`config.mk`:
```
export PLATFORM = sky130hd
export DESIGN_NAME = bfs_move
export DESIGN_NICKNAME = d
export VERILOG_FILES = /design/src/rtl/bpr_factor_sgd_update_assert.svh /design/src/rtl/bfs_move.sv
export SDC_FILE = /design/constraint.sdc
export NUM_CORES = 2
export LEC_CHECK = 0
export BUFFER_PORTS_ARGS = -buffer_cell sky130_fd_sc_hd__buf_2
export CAP_MARGIN = 15
export CORE_ASPECT_RATIO = 1.4
export CORE_UTILIZATION = 40
export CTS_CLUSTER_DIAMETER = 50
export DETAILED_ROUTE_END_ITERATION = 12
export PLACE_DENSITY = 0.62
export SLEW_MARGIN = 5
export SYNTH_ARGS = -nofsm -noshare
export SYNTH_HDL_FRONTEND = slang
export SYNTH_SLANG_ARGS = --single-unit
```
`constraint.sdc`:
```
create_clock -name clk -period 10.3 [get_ports clk]
set_clock_uncertainty 0.1 [all_clocks]
set_input_delay 0.515 -clock clk [delete_from_list [all_inputs] [get_ports clk]]
set_output_delay 0.515 -clock clk [all_outputs]
set_load 0.02 [all_outputs]
```
`src/rtl/bpr_factor_sgd_update_assert.svh`:
```
// ----------------------------------------------------------------------------
// BPR factor SGD update - assertion macros
// Shared concurrent assertion forms, clocked on clk and disabled in rst.
// ----------------------------------------------------------------------------
`ifndef BPR_FACTOR_SGD_UPDATE_ASSERT_SVH
`define BPR_FACTOR_SGD_UPDATE_ASSERT_SVH

// antecedent implies consequent in the same cycle
`define BFS_ASSERT_IMP(lbl, ante, cons, msg) \
  lbl: assert property (@(posedge clk) disable iff (rst) (ante) |-> (cons)) else $error(msg);

// condition must never hold
`define BFS_ASSERT_NEVER(lbl, cond, msg) \
  lbl: assert property (@(posedge clk) disable iff (rst) !(cond)) else $error(msg);

`endif

```
`src/rtl/bfs_move.sv`:
```
// ----------------------------------------------------------------------------
// bfs_move
// Three-stage SGD element update: w' = sat16(w - rnd(lr * (c*x + 2*reg*w))).
// ----------------------------------------------------------------------------
`default_nettype none

module bfs_move (
  input  wire logic               clk,
  input  wire logic signed [17:0] coef,
  input  wire logic signed [16:0] x,
  input  wire logic signed [15:0] w,
  input  wire logic        [15:0] rg,
  input  wire logic        [15:0] lr,
  output logic signed      [15:0] w_new
);

  logic signed [34:0] t_s1;
  logic signed [32:0] rw_s1;
  logic signed [15:0] w_s1;
  logic signed [35:0] g_s2;
  logic signed [15:0] w_s2;
  logic signed [52:0] prod_s3;
  logic signed [15:0] w_s3;

  always_ff @(posedge clk) begin
    t_s1    <= coef * x;
    rw_s1   <= $signed({1'b0, rg}) * w;
    w_s1    <= w;
    g_s2    <= 36'(t_s1) + (36'(rw_s1) <<< 1);
    w_s2    <= w_s1;
    prod_s3 <= $signed({1'b0, lr}) * g_s2;
    w_s3    <= w_s2;
  end

  always_comb begin
    logic signed [53:0] rnd;
    logic signed [21:0] delta;
    logic signed [22:0] res;
    rnd   = 54'(prod_s3) + (54'sd1 <<< 31);
    delta = 22'(rnd >>> 32);
    res   = 23'(w_s3) - 23'(delta);
    if (res > 23'sd32767) begin
      w_new = 16'sh7fff;
    end else if (res < -23'sd32768) begin
      w_new = 16'sh8000;
    end else begin
      w_new = res[15:0];
    end
  end

endmodule

`default_nettype wire

```
; Yosys cells after proc, flatten, opt, wreduce, memory -nomap -nowiden
; Cells that the tools add are included.
[classes]
n_addsub = 3
mul = 3
magnitude_cmp = 2
n_mux = 2
[ops]
columns = op, n
row1 = adder 53 x 33 -> 54 bit (second input constant), 1
row2 = multiplier 17 x 36 -> 53 bit, 1
row3 = adder 35 x 34 -> 36 bit, 1
row4 = multiplier 18 x 17 -> 35 bit, 1
row5 = multiplier 17 x 16 -> 33 bit, 1
row6 = two-way mux 16 bit, 2
row7 = greater-than comparator 23 x 16 -> 1 bit (second input constant), 1
row8 = less-than comparator 23 x 16 -> 1 bit (second input constant), 1
row9 = subtractor 16 x 22 -> 23 bit, 1
[word_totals]
regBits = 205
inputBits = 84
out_inout_bits = 16
wordCells = 17

; Longest topological paths before layout
[depth]
word_depth = 5
depth_mapped = 25
depth_no_buf = 24

; Least setup slack after synthesis
; No wires, ideal clock.
[synth_path]
path_type = input to register
startpoint = input lr[2]
endpoint = register prod_s3[52]
setup_time_ns = 0.122
arrival_time_ns = 6.440
required_ns = 10.078
path_slack_ns = 3.637
path_stages = 23
path_buffers = 2
path_cell_list = clkbuf_1 > clkbuf_1 > nand2_1 > fa_1 > fa_1 > fa_1 > inv_1 > fa_1 > fa_1 > inv_1 > fa_1 > inv_1 > ha_1 > a2111oi_0 > o221ai_1 > a221oi_1 > nor2_1 > nor2_1 > a21oi_1 > o31a_1 > o21ai_0 > o21ai_0 > xnor2_1
[synth_via]
elab_chain_cells = 1
[synth_lines]
columns = element, line
row1 = start: declaration, bfs_move.sv:13  ; input wire logic [15:0] lr,
row2 = multiplier 17 x 36 -> 53 bit, bfs_move.sv:31  ; prod_s3 <= $signed({1'b0, lr}) * g_s2;
row3 = end signal: assignment, bfs_move.sv:31
row4 = end: declaration, bfs_move.sv:22  ; logic signed [52:0] prod_s3;
; Every way passes these cells.

; Worst setup path after layout
[layout_path]
startpoint = register g_s2[7]
endpoint = register prod_s3[52]
[layout_via]
elab_chain_cells = 1
[layout_lines]
columns = element, line
row1 = start: declaration, bfs_move.sv:20  ; logic signed [35:0] g_s2;
row2 = start signal: assignment, bfs_move.sv:29  ; g_s2 <= 36'(t_s1) + (36'(rw_s1) <<< 1);
row3 = multiplier 17 x 36 -> 53 bit, bfs_move.sv:31
; Every way passes these cells.

==> impl_metrics.toml <==
[timing]
hold_viol_final = 0
slew_viol_final = 0
grt_setup_unrepaired = "false"
timing.max_slew.rel_slack_pct = 32.1
report.final.setup_viol = 0
max_freq_mhz = 126
worst_tran_pin_value_ns = 1.01
fin_tns_setup_ns = 0
final.period_utilization_pct = 77.3
post-route-min-period_ns = 7.97

[drt]
drt_iter0_markers = 1461
route.vias.total = 32300
drc = 0
route.detailed.vias_per_inst = 5.04
ant_nets = 0
wl_um = 112000
wire_per_inst_um = 17.4
number_of_iterations_in_the_first_detailed_routing_pass = 7

[clock_tree]
number_of_sinks_driven_by_the_clock_tree = 174
tritoncts_clock_tree = "yes"
post-cts-setup-buffer-count = 0
clock_latency_ns = 0.44
numCtsBuffers = 17
cts-root-to-sink-buffers = 2
h-tree-depth = 4
cts.hold.buffers_added = 0
cts.clk_slew.worst_paths_ns = 0.07
clk_root_buffer_cell = "clkbuf_16"
number_of_gates_resized_after_cts = 0

[synth]
mapped_cell_area_mm2 = 0.0454
synth-seq-area-share_pct = 7.68
yosys_synthesis_warning_count = 0
postSynthNetCount = 6494
synthTopCellsByArea = "fa_1 (46%), ha_1 (11%), inv_1 (10%), dfxtp_1 (7.7%), and2_1 (6.4%)"
synth_cells = 4971
netlist.area_leader.share_pct = 46.3
netlist.top_cell.by_area = "fa_1"
synth.ff_latch_count = 174
edff_count_synth = 0
yosysUniqueCellTypes = 68
syn-mean-instance-area_um2 = 9.13
synthFlopType = "dfxtp_1"
synth-async-reset-ratio_pct = 0

[setup_path]
reg2reg_from = "g_s2[7]$_DFF_P_"
worstSetupPathType = "reg2reg"
cp.required_ns = 10.51
reg2regPathDepth = 21
timing.critical_path.to_type = "flip-flop"
critPathMaxFanout = 16
critPathLaunchType = "flip-flop"
crit_arrival_ns = 8.18
reg2reg_setup_slack_ns = 2.33
regToRegEndpoint = "prod_s3[52]$_DFF_P_"

[worst_hold_path]
worst_hold_path_type = "reg2reg"
hold_path_end = "w_s3[1]$_DFF_P_"
timing.hold.worst_path_depth = 0
hp-start = "w_s2[1]$_DFF_P_"

[placement]
gp_congestion = 0.868
io_buffers = 99
dp_hpwl_um = 89900

[job]
max_cap_viol_count = 0

[floorplanning]
rows = 145
core_mm2 = 0.112
total_die_area_mm2 = 0.115
fp.dieW_um = 287
start_util_pct = 40.5
pin_count = 100
die_height_um = 400

[layout]
flow.area_growth_from_synthesis_pct = 5.08
nets = 6450
drive_gt1_share_pct = 3.22

[global_routing]
number_of_global_route_vias_before_repair = 36100
antenna_found_initial = 7
grt_remaining_overflow = 0
gr-usage-all-layers_pct = 20.5
largest_net_degree_at_the_start_of_global_routing = 37
grt_pass1_wl_um = 185000

[status]
result_of_the_run = "complete, no violations"
-- cell usage after synthesis, drive strengths merged (7+ instances only) --
master and number:
a31oi 11, ha 389, or2 8, a21oi 109, xnor2 104, xor2 60
o31ai 10, nand2 702, nand4 14, nand2b 28, nor2b 23, and2 464
o21ai 73, and3 17, o31a 7, nor3 17, o21bai 10, clkbuf 169
inv 1233, dfxtp 174, nor2 94, a21o 71, fa 1050, nand3 29
a211oi 12, o21a 19
-- kinds of logic after synthesis --
| logic type | after synthesis | synth area share, % |
|---|---|---|
| adder cells (fa/ha/maj) | 1439 | 57.1 |
| XOR/XNOR | 164 | 3.17 |
| buffers and inverters | 1406 | 11.7 |
| AND/OR/NAND/NOR | 1410 | 15.0 |
| flip-flops | 174 | 7.68 |
| AO/OA/AOI/OAI | 378 | 5.49 |
-- per-stage QoR --
| step | setup WS, ns | hold slack [ns] | util (%) | std cells | cell area [um^2] |
|---|---|---|---|---|---|
| after floorplan | 3.64 | 0.210 | - | 4971 | 45400 |
| after global placement | 2.15 | 0.211 | 42.1 | 6378 | 47100 |
| after detailed placement | 2.09 | 0.212 | 42.1 | 6378 | 47100 |
| after CTS | 2.38 | 0.223 | 42.6 | 6410 | 47700 |
| after global routing | 2.02 | 0.230 | 42.6 | 6411 | 47700 |
| final | 2.33 | 0.224 | 42.6 | 6411 | 47700 |
-- registers in the layout (all words and copies together) (netlist names) --
name / cells
g_s2: 36
t_s1: 35
rw_s1: 33
prod_s3: 22
w_s1: 16
w_s2: 16
w_s3: 16
-- worst max-delay path by stage --
stage,from,to,slack [ns]
6_report,g_s2[7]$_DFF_P_,prod_s3[52]$_DFF_P_,2.33
5_1_grt,g_s2[15]$_DFF_P_,prod_s3[52]$_DFF_P_,2.02
4_1_cts,g_s2[7]$_DFF_P_,prod_s3[52]$_DFF_P_,2.38
3_5_place_dp,lr[8],prod_s3[52]$_DFF_P_,2.09
3_3_place_gp,lr[2],prod_s3[52]$_DFF_P_,2.15
2_1_floorplan,lr[2],prod_s3[52]$_DFF_P_,3.64
-- layout by cell type, fill, tap and decap left out, types with 4 or more instances in the layout --
cell type	netlist	routed
a211o_1	4	4
a211oi_1	11	11
a21boi_0	4	4
a21o_1	71	71
a21oi_1	106	106
a311oi_1	5	5
a31o_2	5	5
a31oi_1	11	11
and2_1	464	464
and3_1	17	17
buf_2	1	99
buf_4	0	10
clkbuf_16	0	17
clkinv_2	0	4
dfxtp_1	174	174
fa_1	1050	1050
ha_1	389	389
inv_1	1233	1233
inv_6	0	5
nand2_1	702	702
nand2b_1	28	28
nand3_1	29	29
nand4_1	14	14
nor2_1	94	94
nor2b_1	23	23
nor3_1	17	17
o211ai_1	6	6
o21a_1	19	19
o21ai_0	59	59
o21ai_1	14	14
o21bai_1	10	10
o31a_1	7	7
o31ai_1	9	9
or2_2	7	7
or3_1	5	5
xnor2_1	104	104
xor2_1	60	60
-- per-layer routing --
layer  wire length, um  global-route usage [%]  up-vias
met5                34                       0        -
met4              4920                    8.40        6
met3              3700                    1.75      251
met2             61900                    39.8      744
met1             41000                    22.5    16800
li1                  -                       -    14500
-- area by class of cell --
class | instances | area [um^2]
well taps | 1470 | 1840
repair buffers | 109 | 571
multi-input cells | 3391 | 36600
diodes | 1 | 2.50
fillers | 11100 | 64300
inverters | 1234 | 4630
flip-flops and latches | 174 | 3480
clock buffers | 20 | 437
clock inverters | 12 | 109
-- worst max-delay path: stages, from the launching register on --
cell and delay [ns]:
dfxtp_1 0.97, nand2_1 0.19, fa_1 0.57, inv_1 0.06, fa_1 0.57, fa_1 0.44
fa_1 0.40, fa_1 0.51, inv_1 0.05, fa_1 0.50, inv_1 0.05, ha_1 0.32
a2111oi_0 0.41, o221ai_1 0.21, a221oi_1 0.86, nor2_1 0.11, nor2_1 0.36, a21oi_1 0.20
o31a_1 0.34, o21ai_0 0.29, o21ai_0 0.19, xnor2_1 0.15
Power is left out: the tool's default activity adds up to more than one toggle a clock period on the data nets, which glitch-free logic cannot reach.
